## src/hdl/msrc_pkg.sv

```systemverilog
// msrc_pkg: shared types and constants of the momentum sector representative check
// payload structs, verdict and register codes, controller/datapath command and status
// no dependencies
package msrc_pkg;

	localparam int MaxSitesDefault = 16;
	localparam int PatternW = 32;
	localparam int VerdictW = 2;
	localparam int PeriodW = 5;
	localparam int NormW = 9;
	localparam int IndexW = 32;
	localparam int ChainLenW = 5;
	localparam int FillW = 6;
	localparam int MomentumW = 4;
	localparam int CfgIdxW = 2;
	localparam int CfgDataW = 6;

	// verdict codes
	localparam logic [VerdictW-1:0] VerdictKept = 2'd0;
	localparam logic [VerdictW-1:0] VerdictFilling = 2'd1;
	localparam logic [VerdictW-1:0] VerdictNotRep = 2'd2;
	localparam logic [VerdictW-1:0] VerdictMomentum = 2'd3;

	// register indexes
	localparam logic [CfgIdxW-1:0] RegChainLength = 2'd0;
	localparam logic [CfgIdxW-1:0] RegNumUp = 2'd1;
	localparam logic [CfgIdxW-1:0] RegNumDn = 2'd2;
	localparam logic [CfgIdxW-1:0] RegMomentum = 2'd3;

	localparam logic [ChainLenW-1:0] ChainLengthReset = 5'd4;

	typedef struct packed {
		logic [PatternW-1:0] up_pattern;
		logic [PatternW-1:0] dn_pattern;
	} msrc_in_t;

	typedef struct packed {
		logic [VerdictW-1:0] verdict;
		logic [PeriodW-1:0]  period;
		logic [NormW-1:0]    norm;
		logic [IndexW-1:0]   basis_index;
	} msrc_out_t;

	typedef struct packed {
		logic                load;      // latch the pair and set the step count to 1
		logic                step;      // advance one translation
		logic                set_full;  // no return: period is the chain length
		logic                set_ret;   // returned: latch period, start quotient
		logic                div;       // one quotient subtraction
		logic                mod_init;  // load momentum into the remainder
		logic                mod;       // one remainder subtraction
		logic                out_wr;    // write the result register
		logic [VerdictW-1:0] verdict;
	} msrc_cmd_t;

	typedef struct packed {
		logic bad_in;
		logic step_end;
		logic less;
		logic equal;
		logic div_done;
		logic mod_done;
		logic mod_zero;
	} msrc_sts_t;

endpackage

```

## src/hdl/momentum_sector_representative_check_core.sv

```systemverilog
// Momentum sector representative check, top level.
// Pairs (up_pattern, dn_pattern) enter on in_valid/in_ready; one result per pair
// leaves on out_valid/out_ready: verdict, period, norm and running basis index.
// Registers chain_length, num_up, num_dn, momentum are written on cfg_valid with
// cfg_index 0..3; cfg_ready is always high. Write them only while the block is idle.
// A pair with wrong filling goes from acceptance to the done state and then into the
// result register. Otherwise the translation loop runs one step per cycle until the
// first return or smaller translate, or until all L-1 translations are checked. On a
// return at period R, the quotient L/R is counted by repeated subtraction, and the
// remainder momentum mod (L/R) follows on the same subtractor; the done state then
// loads the result register. One pair is in work at a time, and in_ready is high
// only while the sequencer is idle.
// The result register holds a finished transaction while the receiver stalls; the
// sequencer accepts the next pair meanwhile and waits only when a second result is due.
// Reset (arst_n low) restores chain_length 4, other registers 0, clears the kept
// counter and drops any pending result.
module momentum_sector_representative_check_core #(
	parameter int MAX_SITES = msrc_pkg::MaxSitesDefault
) (
	input  logic                           clk,
	input  logic                           arst_n,
	input  logic                           in_valid,
	output logic                           in_ready,
	input  msrc_pkg::msrc_in_t             in_data,
	output logic                           out_valid,
	input  logic                           out_ready,
	output msrc_pkg::msrc_out_t            out_data,
	input  logic                           cfg_valid,
	output logic                           cfg_ready,
	input  logic [msrc_pkg::CfgIdxW-1:0]   cfg_index,
	input  logic [msrc_pkg::CfgDataW-1:0]  cfg_data
);

	msrc_pkg::msrc_cmd_t cmd;
	msrc_pkg::msrc_sts_t sts;

	assign cfg_ready = 1'b1;

	msrc_ctrl u_ctrl (
		.clk       (clk),
		.arst_n    (arst_n),
		.in_valid  (in_valid),
		.in_ready  (in_ready),
		.out_valid (out_valid),
		.out_ready (out_ready),
		.sts       (sts),
		.cmd       (cmd)
	);

	msrc_datapath #(
		.MAX_SITES (MAX_SITES)
	) u_datapath (
		.clk       (clk),
		.arst_n    (arst_n),
		.cfg_we    (cfg_valid & cfg_ready),
		.cfg_index (cfg_index),
		.cfg_data  (cfg_data),
		.in_data   (in_data),
		.cmd       (cmd),
		.sts       (sts),
		.out_data  (out_data)
	);

endmodule

```

## src/hdl/msrc_ctrl.sv

```systemverilog
// msrc_ctrl: sequencing state machine of the representative check
// drives msrc_cmd_t from msrc_sts_t and owns the handshakes; uses msrc_pkg
module msrc_ctrl (
	input  logic                 clk,
	input  logic                 arst_n,
	input  logic                 in_valid,
	output logic                 in_ready,
	output logic                 out_valid,
	input  logic                 out_ready,
	input  msrc_pkg::msrc_sts_t  sts,
	output msrc_pkg::msrc_cmd_t  cmd
);

	typedef enum logic [2:0] {
		S_IDLE,
		S_STEP,
		S_DIV,
		S_MOD,
		S_DONE
	} state_t;

	state_t state_q;
	state_t state_d;
	logic [msrc_pkg::VerdictW-1:0] verdict_q;
	logic [msrc_pkg::VerdictW-1:0] verdict_d;
	logic out_valid_q;

	assign in_ready = (state_q == S_IDLE);
	assign out_valid = out_valid_q;

	always_comb begin
		cmd = '0;
		cmd.verdict = verdict_q;
		state_d = state_q;
		verdict_d = verdict_q;
		case (state_q)
			S_IDLE: begin
				if (in_valid) begin
					cmd.load = 1'b1;
					if (sts.bad_in) begin
						verdict_d = msrc_pkg::VerdictFilling;
						state_d = S_DONE;
					end else begin
						state_d = S_STEP;
					end
				end
			end
			S_STEP: begin
				if (sts.step_end) begin
					cmd.set_full = 1'b1;
					verdict_d = msrc_pkg::VerdictKept;
					state_d = S_DONE;
				end else if (sts.less) begin
					verdict_d = msrc_pkg::VerdictNotRep;
					state_d = S_DONE;
				end else if (sts.equal) begin
					cmd.set_ret = 1'b1;
					state_d = S_DIV;
				end else begin
					cmd.step = 1'b1;
				end
			end
			S_DIV: begin
				if (sts.div_done) begin
					cmd.mod_init = 1'b1;
					state_d = S_MOD;
				end else begin
					cmd.div = 1'b1;
				end
			end
			S_MOD: begin
				if (sts.mod_done) begin
					verdict_d = sts.mod_zero ? msrc_pkg::VerdictKept
						: msrc_pkg::VerdictMomentum;
					state_d = S_DONE;
				end else begin
					cmd.mod = 1'b1;
				end
			end
			S_DONE: begin
				if (!out_valid_q || out_ready) begin
					cmd.out_wr = 1'b1;
					state_d = S_IDLE;
				end
			end
			default: begin
				state_d = S_IDLE;
			end
		endcase
	end

	always_ff @(posedge clk or negedge arst_n) begin
		if (!arst_n) begin
			state_q <= S_IDLE;
			verdict_q <= msrc_pkg::VerdictKept;
			out_valid_q <= 1'b0;
		end else begin
			state_q <= state_d;
			verdict_q <= verdict_d;
			if (cmd.out_wr) begin
				out_valid_q <= 1'b1;
			end else if (out_ready) begin
				out_valid_q <= 1'b0;
			end
		end
	end

endmodule

```

## src/hdl/msrc_datapath.sv

```systemverilog
// msrc_datapath: configuration registers, translation registers, shared subtractor
// for quotient and remainder, kept counter and result register; uses msrc_pkg
module msrc_datapath #(
	parameter int MAX_SITES = msrc_pkg::MaxSitesDefault
) (
	input  logic                                clk,
	input  logic                                arst_n,
	input  logic                                cfg_we,
	input  logic [msrc_pkg::CfgIdxW-1:0]        cfg_index,
	input  logic [msrc_pkg::CfgDataW-1:0]       cfg_data,
	input  msrc_pkg::msrc_in_t                  in_data,
	input  msrc_pkg::msrc_cmd_t                 cmd,
	output msrc_pkg::msrc_sts_t                 sts,
	output msrc_pkg::msrc_out_t                 out_data
);

	localparam int H = MAX_SITES;
	localparam int LW = $clog2(MAX_SITES + 1);
	localparam int IW = $clog2(MAX_SITES);
	localparam int AW = (LW > msrc_pkg::MomentumW) ? LW : msrc_pkg::MomentumW;
	localparam int PW = msrc_pkg::PatternW;

	logic [msrc_pkg::ChainLenW-1:0] chain_length_q;
	logic [msrc_pkg::FillW-1:0]     num_up_q;
	logic [msrc_pkg::FillW-1:0]     num_dn_q;
	logic [msrc_pkg::MomentumW-1:0] momentum_q;

	logic [LW-1:0]    len;
	logic [H-1:0]     mask;
	logic             ovf;
	logic [PW-1:0]    up_sh;
	logic [PW-1:0]    dn_sh;
	logic [4*H-1:0]   load_val;
	logic [4*H-1:0]   nxt;

	logic [4*H-1:0]   orig_q;
	logic [4*H-1:0]   cur_q;
	logic [LW-1:0]    r_q;
	logic [LW-1:0]    period_q;
	logic [LW-1:0]    q_q;
	logic [AW-1:0]    a_q;
	logic [msrc_pkg::IndexW-1:0] kept_q;
	msrc_pkg::msrc_out_t out_q;
	logic [2*LW-1:0]  norm_prod;

	function automatic logic [msrc_pkg::FillW-1:0] popcnt(input logic [PW-1:0] v);
		logic [msrc_pkg::FillW-1:0] c;
		c = '0;
		for (int i = 0; i < PW; i++) begin
			c = c + msrc_pkg::FillW'(v[i]);
		end
		return c;
	endfunction

	// one-site cyclic shift of a half of width l
	function automatic logic [H-1:0] rot(input logic [H-1:0] h, input logic [LW-1:0] l);
		logic [H-1:0]  res;
		logic [LW-1:0] lm1;
		logic [IW-1:0] top;
		lm1 = l - LW'(1);
		top = lm1[IW-1:0];
		res = {h[H-2:0], h[top]};
		for (int i = 0; i < H; i++) begin
			if (i >= int'(l)) begin
				res[i] = 1'b0;
			end
		end
		return res;
	endfunction

	// config registers
	always_ff @(posedge clk or negedge arst_n) begin
		if (!arst_n) begin
			chain_length_q <= msrc_pkg::ChainLengthReset;
			num_up_q <= '0;
			num_dn_q <= '0;
			momentum_q <= '0;
		end else if (cfg_we) begin
			case (cfg_index)
				msrc_pkg::RegChainLength: chain_length_q <= cfg_data[msrc_pkg::ChainLenW-1:0];
				msrc_pkg::RegNumUp:       num_up_q <= cfg_data;
				msrc_pkg::RegNumDn:       num_dn_q <= cfg_data;
				msrc_pkg::RegMomentum:    momentum_q <= cfg_data[msrc_pkg::MomentumW-1:0];
				default: ;
			endcase
		end
	end

	// effective chain length, clamped to 1..MAX_SITES
	always_comb begin
		if (chain_length_q == '0) begin
			len = LW'(1);
		end else if (chain_length_q > msrc_pkg::ChainLenW'(MAX_SITES)) begin
			len = LW'(MAX_SITES);
		end else begin
			len = LW'(chain_length_q);
		end
	end

	always_comb begin
		ovf = 1'b0;
		for (int i = 0; i < H; i++) begin
			mask[i] = (i < int'(len));
		end
		for (int i = 0; i < PW; i++) begin
			if (i >= 2 * int'(len)) begin
				ovf = ovf | in_data.up_pattern[i] | in_data.dn_pattern[i];
			end
		end
		up_sh = in_data.up_pattern >> len;
		dn_sh = in_data.dn_pattern >> len;
		// {up hi, up lo, dn hi, dn lo}: orders like the full (up, dn) pair
		load_val = {up_sh[H-1:0] & mask, in_data.up_pattern[H-1:0] & mask,
			dn_sh[H-1:0] & mask, in_data.dn_pattern[H-1:0] & mask};
		nxt = {rot(cur_q[4*H-1:3*H], len), rot(cur_q[3*H-1:2*H], len),
			rot(cur_q[2*H-1:H], len), rot(cur_q[H-1:0], len)};
	end

	assign sts.bad_in = ovf || (popcnt(in_data.up_pattern) != num_up_q)
		|| (popcnt(in_data.dn_pattern) != num_dn_q);
	assign sts.step_end = (r_q >= len);
	assign sts.less = (nxt < orig_q);
	assign sts.equal = (nxt == orig_q);
	assign sts.div_done = (a_q == '0);
	assign sts.mod_done = (a_q < AW'(q_q));
	assign sts.mod_zero = (a_q == '0);

	// period divides the length, so norm is length times quotient
	assign norm_prod = (2*LW)'(len) * (2*LW)'(q_q);

	always_ff @(posedge clk) begin
		if (cmd.load) begin
			orig_q <= load_val;
			cur_q <= load_val;
			r_q <= LW'(1);
		end
		if (cmd.step) begin
			cur_q <= nxt;
			r_q <= r_q + LW'(1);
		end
		if (cmd.set_full) begin
			period_q <= len;
			q_q <= LW'(1);
		end
		if (cmd.set_ret) begin
			period_q <= r_q;
			q_q <= '0;
			a_q <= AW'(len);
		end
		if (cmd.div) begin
			a_q <= a_q - AW'(period_q);
			q_q <= q_q + LW'(1);
		end
		if (cmd.mod_init) begin
			a_q <= AW'(momentum_q);
		end
		if (cmd.mod) begin
			a_q <= a_q - AW'(q_q);
		end
		if (cmd.out_wr) begin
			out_q.verdict <= cmd.verdict;
			if (cmd.verdict == msrc_pkg::VerdictKept) begin
				out_q.period <= msrc_pkg::PeriodW'(period_q);
				out_q.norm <= msrc_pkg::NormW'(norm_prod);
				out_q.basis_index <= kept_q;
			end else begin
				out_q.period <= '0;
				out_q.norm <= '0;
				out_q.basis_index <= '0;
			end
		end
	end

	always_ff @(posedge clk or negedge arst_n) begin
		if (!arst_n) begin
			kept_q <= '0;
		end else if (cmd.out_wr && (cmd.verdict == msrc_pkg::VerdictKept)) begin
			kept_q <= kept_q + msrc_pkg::IndexW'(1);
		end
	end

	assign out_data = out_q;

endmodule
```

## config.mk

```make
export PLATFORM = sky130hd
export DESIGN_NAME = momentum_sector_representative_check_core
export DESIGN_NICKNAME = d
export VERILOG_FILES = /design/src/hdl/msrc_pkg.sv /design/src/hdl/momentum_sector_representative_check_core.sv /design/src/hdl/msrc_ctrl.sv /design/src/hdl/msrc_datapath.sv
export SDC_FILE = /design/constraint.sdc
export NUM_CORES = 1
export LEC_CHECK = 0
export ABC_CLOCK_PERIOD_IN_PS = 11000
export BUFFER_PORTS_ARGS = -buffer_cell sky130_fd_sc_hd__buf_2
export CORE_UTILIZATION = 38
export CTS_CLUSTER_DIAMETER = 120
export DETAILED_ROUTE_END_ITERATION = 10
export GPL_TIMING_DRIVEN = 0
export PLACE_DENSITY = 0.64
export SYNTH_ARGS = -nofsm -noshare
export SYNTH_HDL_FRONTEND = slang
export SYNTH_SLANG_ARGS = --single-unit
```

## constraint.sdc

```tcl
create_clock -name clk -period 11 [get_ports clk]
set_clock_uncertainty 0.05 [all_clocks]
set_input_delay 1.65 -clock clk [delete_from_list [all_inputs] [get_ports clk]]
set_output_delay 1.65 -clock clk [all_outputs]
set_load 0.02 [all_outputs]
```

==> results.md <==
- Status: finished clean
- Worst reg2reg path endpoint: u_datapath.cur_q[38]
- Largest net degree at the start of global routing: 52
- Sequential share of the synthesized area: 41.0%
- Setup repair after global routing missed its margin: no
- Dpl hpwl: 46200 µm
- Crit share post-route: 83.1%
- VDD IR max: 0.317 mV
- Routability cong.: 1.01
- FFs w/ async S/R, synth: 23.1%
- Final Hold Fails: 0
- Count of cell types in the netlist: 74
- Synthesized net count: 1864
- Dominant cell type by area after synthesis: edfxtp_1
- Pre-Repair DR Iteration Count: 5
- Sw Ratio: 38.8%
- Reg clk slew, reported paths: 0.07 ns
- TNS Setup: 0 ns
- Warnings from Yosys: 0
- Vias after detailed routing: 13600
- Area share of the largest cell type after synthesis: 32.8%
- Antenna diodes: 0
- Setup bufs post-CTS: 0
- Gr usage total: 25.1%
- Flops & latches, synth: 255
- Non-filler cells, final: 2406
- Synth area leaders: edfxtp_1, ha_1, dfrtp_1, fa_1, mux2i_1
- Slew @ Worst Pin: 1.39 ns
- Fin nets: ~2000
- Max frequency: 109 MHz
- Placed instance count: 2350
- Area post-placement: 19500 µm²
- Setup crit end kind: flop
- Crit path required time: 11.21 ns
- Final max-slew violation count: 0
- Fillers: approximately 4400
- Post-DR vias/cell: 5.64
- First-pass GRT wire length: ~88000 µm
- Critical path class: flop to flop
- Worst-case reg-to-reg path depth: 23
- Mean post-synth cell area: 11.1 µm²
- CTS sink cnt: 255
- Internal power: between 2 and 3 mW
- Initial Util: 38.5%
- RR Startpoint: u_datapath.chain_length_q[4]
- Net Switching: around 1.7 mW
- Cell Area, Synth: 17900 µm²
- Die area: slightly below 50000 µm²
- Hold_sp: u_datapath.kept_q[21]
- Cell count after synthesis: 1611
- Htree depth: 1
- Max-cap violations: 0
- Combinational share of power: 47.9%
- Post-synth EDFFs: around 200
- Post-synth top cells: edfxtp_1, inv_1, ha_1
- DRC: 0
- Flop2flop setup slack: 1.85 ns
- Port buffer count: 126
- Hold path depth: 1
- Power per Cell Area: 210 nW/µm²
- HP Class: flop to flop
- Clock root buffer: clkbuf_16
- IO Count: 128
- FP Rows: 79
- Vias in the first global route: 13600
- CTS tree: yes
- Routed wire length: 60200 µm
- Sequential share of power: 28.5%
- Critical path arrival: between 9 and 10 ns
- Critical path launch point type: flop
- Max Fanout on Critical Path: 44
- Worst skew pair latency: between 0.5 and 0.6 ns
- Initial antenna violation count: 3
- Share of layout cells above drive strength 1: 18.2%
- Final ANT Viol Nets: 0
- Leakage: 9.08 nW
- GRT overflow: 0
- Min-Delay Endpoint: u_datapath.kept_q[21]
- Core area: approximately 47000 µm²
- Hold_buf cts: 0
- Top FF cell, synth: edfxtp_1
- Worst rel slew slack: 7.22%
- Final Cell Area: a little over 20000 µm²
- Most common cell in the netlist: edfxtp_1
- Die width: 219 µm
- TritonCTS Buffers: 30
- Post-CTS resize count: 0
- Average wire per standard cell: roughly 25 µm
- Final setup violation count: 0
- Die Span Y: 219 µm
- Post-layout util: 43.9%
- Power share of the clock group: 23.5%
- Worst setup startpoint: u_datapath.chain_length_q[4]
- Initial DRC count: 1346
- Buffer levels on the longest clock path: 3
- Min cycle time layout: approximately 9 ns
- Area growth syn-to-layout: 14.1%
-- logic make-up (layout without fill, tap and decap cells) --
| logic type | Yosys count | count (layout) | synth area share [%] |
|---|---|---|---|
| AOI/OAI and AO/OA | 214 | 214 | 7.84 |
| xor gates and xnor gates | 70 | 70 | 3.42 |
| adders and majority gates | 176 | 176 | 14.7 |
| buffers and inverters | 252 | 440 | 5.84 |
| DFF | 255 | 255 | 41.0 |
| muxes | 204 | 204 | 14.3 |
| other | 1 | 1 | 0.0209 |
| and+or+nand+nor | 439 | 439 | 12.8 |
-- per-stage QoR --
step	total power, mW	setup WS [ns]	hold WS (ns)
after floorplan	2.64	3.37	0.384
after global placement	3.24	-0.210	0.412
after detailed placement	3.28	1.76	0.416
after CTS	4.30	1.73	0.431
after global routing	4.53	1.26	0.451
final	4.29	1.85	0.425
-- how the worst max path moves through the flow --
| stage | to | cells past startpoint |
|---|---|---|
| 6_report | u_datapath.cur_q[38] | 23 |
| 5_1_grt | u_datapath.cur_q[4] | 23 |
| 4_1_cts | u_datapath.cur_q[4] | 23 |
| 3_5_place_dp | u_datapath.cur_q[37] | 23 |
| 3_3_place_gp | u_datapath.cur_q[34] | 22 |
| 2_1_floorplan | u_datapath.cur_q[0] | 22 |
-- critical path, stage by stage (launching register included) --
cell	delay, ns
dfrtp_1	0.37
clkbuf_1	0.23
nor2_2	0.78
clkbuf_1	0.58
clkbuf_1	0.69
ha_1	0.26
clkbuf_1	0.50
clkbuf_1	0.83
mux4_2	0.62
mux2i_1	0.23
o22ai_1	0.18
ha_1	0.34
nand4_1	0.18
nor4_1	0.40
inv_1	0.07
o21ai_0	0.34
a22oi_2	0.15
a2111oi_4	0.58
and2_1	0.20
buf_4	0.15
buf_12	0.16
buf_12	0.15
or2_4	0.41
buf_16	0.31
-- registers in the layout, summed over array words and instances (netlist names) --
name	cells
u_datapath.a_q	5
u_datapath.out_data	48
u_ctrl.verdict_q	2
u_datapath.q_q	5
u_ctrl.state_q	3
u_datapath.cur_q	64
u_datapath.num_dn_q	6
u_ctrl.out_valid	1
u_datapath.num_up_q	6
u_datapath.momentum_q	4
u_datapath.period_q	5
u_datapath.chain_length_q	5
u_datapath.kept_q	32
u_datapath.orig_q	64
u_datapath.r_q	5
-- placed cells by master (no fill, tap or decap), drive strengths merged, types with 5 or more instances in the layout --
cell / synthesis / layout
o21ai: 51 / 51
clkinv: 1 / 13
o22ai: 8 / 8
edfxtp: 196 / 196
buf: 26 / 158
inv: 191 / 191
mux2: 91 / 91
nand4: 21 / 21
clkbuf: 34 / 73
nor2: 83 / 83
o211ai: 12 / 12
nand3: 28 / 28
nor3: 15 / 15
ha: 118 / 118
mux2i: 88 / 88
or2: 5 / 5
a21oi: 58 / 58
a221oi: 15 / 15
a21o: 16 / 16
nor2b: 40 / 40
o21a: 5 / 5
nor4: 8 / 8
nand2b: 6 / 6
and2: 93 / 93
a211oi: 11 / 11
fa: 58 / 58
nand2: 101 / 101
xnor2: 45 / 45
dfrtp: 58 / 58
mux4: 25 / 25
xor2: 25 / 25
and3: 18 / 18
-- area by class of cell --
cell class              count  area (µm²)  area share, %
plain buffers              60         328           1.60
clock buffers              39         805           3.93
clock inverters            17         190          0.930
inverters                 192         721           3.52
multi-input cells        1104        9550           46.7
flip-flops and latches    255        7360           36.0
well taps                 607         759           3.71
repair buffers            132         744           3.64
-- power by group through the flow --
stage | clock network (mW) | registers [mW] | logic (mW)
after floorplan | 0 | 1.25 | 1.39
after global placement | 0 | 1.24 | 1.99
after detailed placement | 0 | 1.24 | 2.04
after CTS | 1.03 | 1.22 | 2.05
after global routing | 1.06 | 1.23 | 2.23
final | 1.01 | 1.22 | 2.06
-- metal layers --
metal	vias up	track usage, %	wire length (µm)
met5	-	0	0
met4	0	13.0	3470
met3	181	3.73	4560
met2	622	40.0	27500
met1	6718	33.1	24700
li1	6047	-	-
Note: power is estimated with default switching activity, not from simulation.
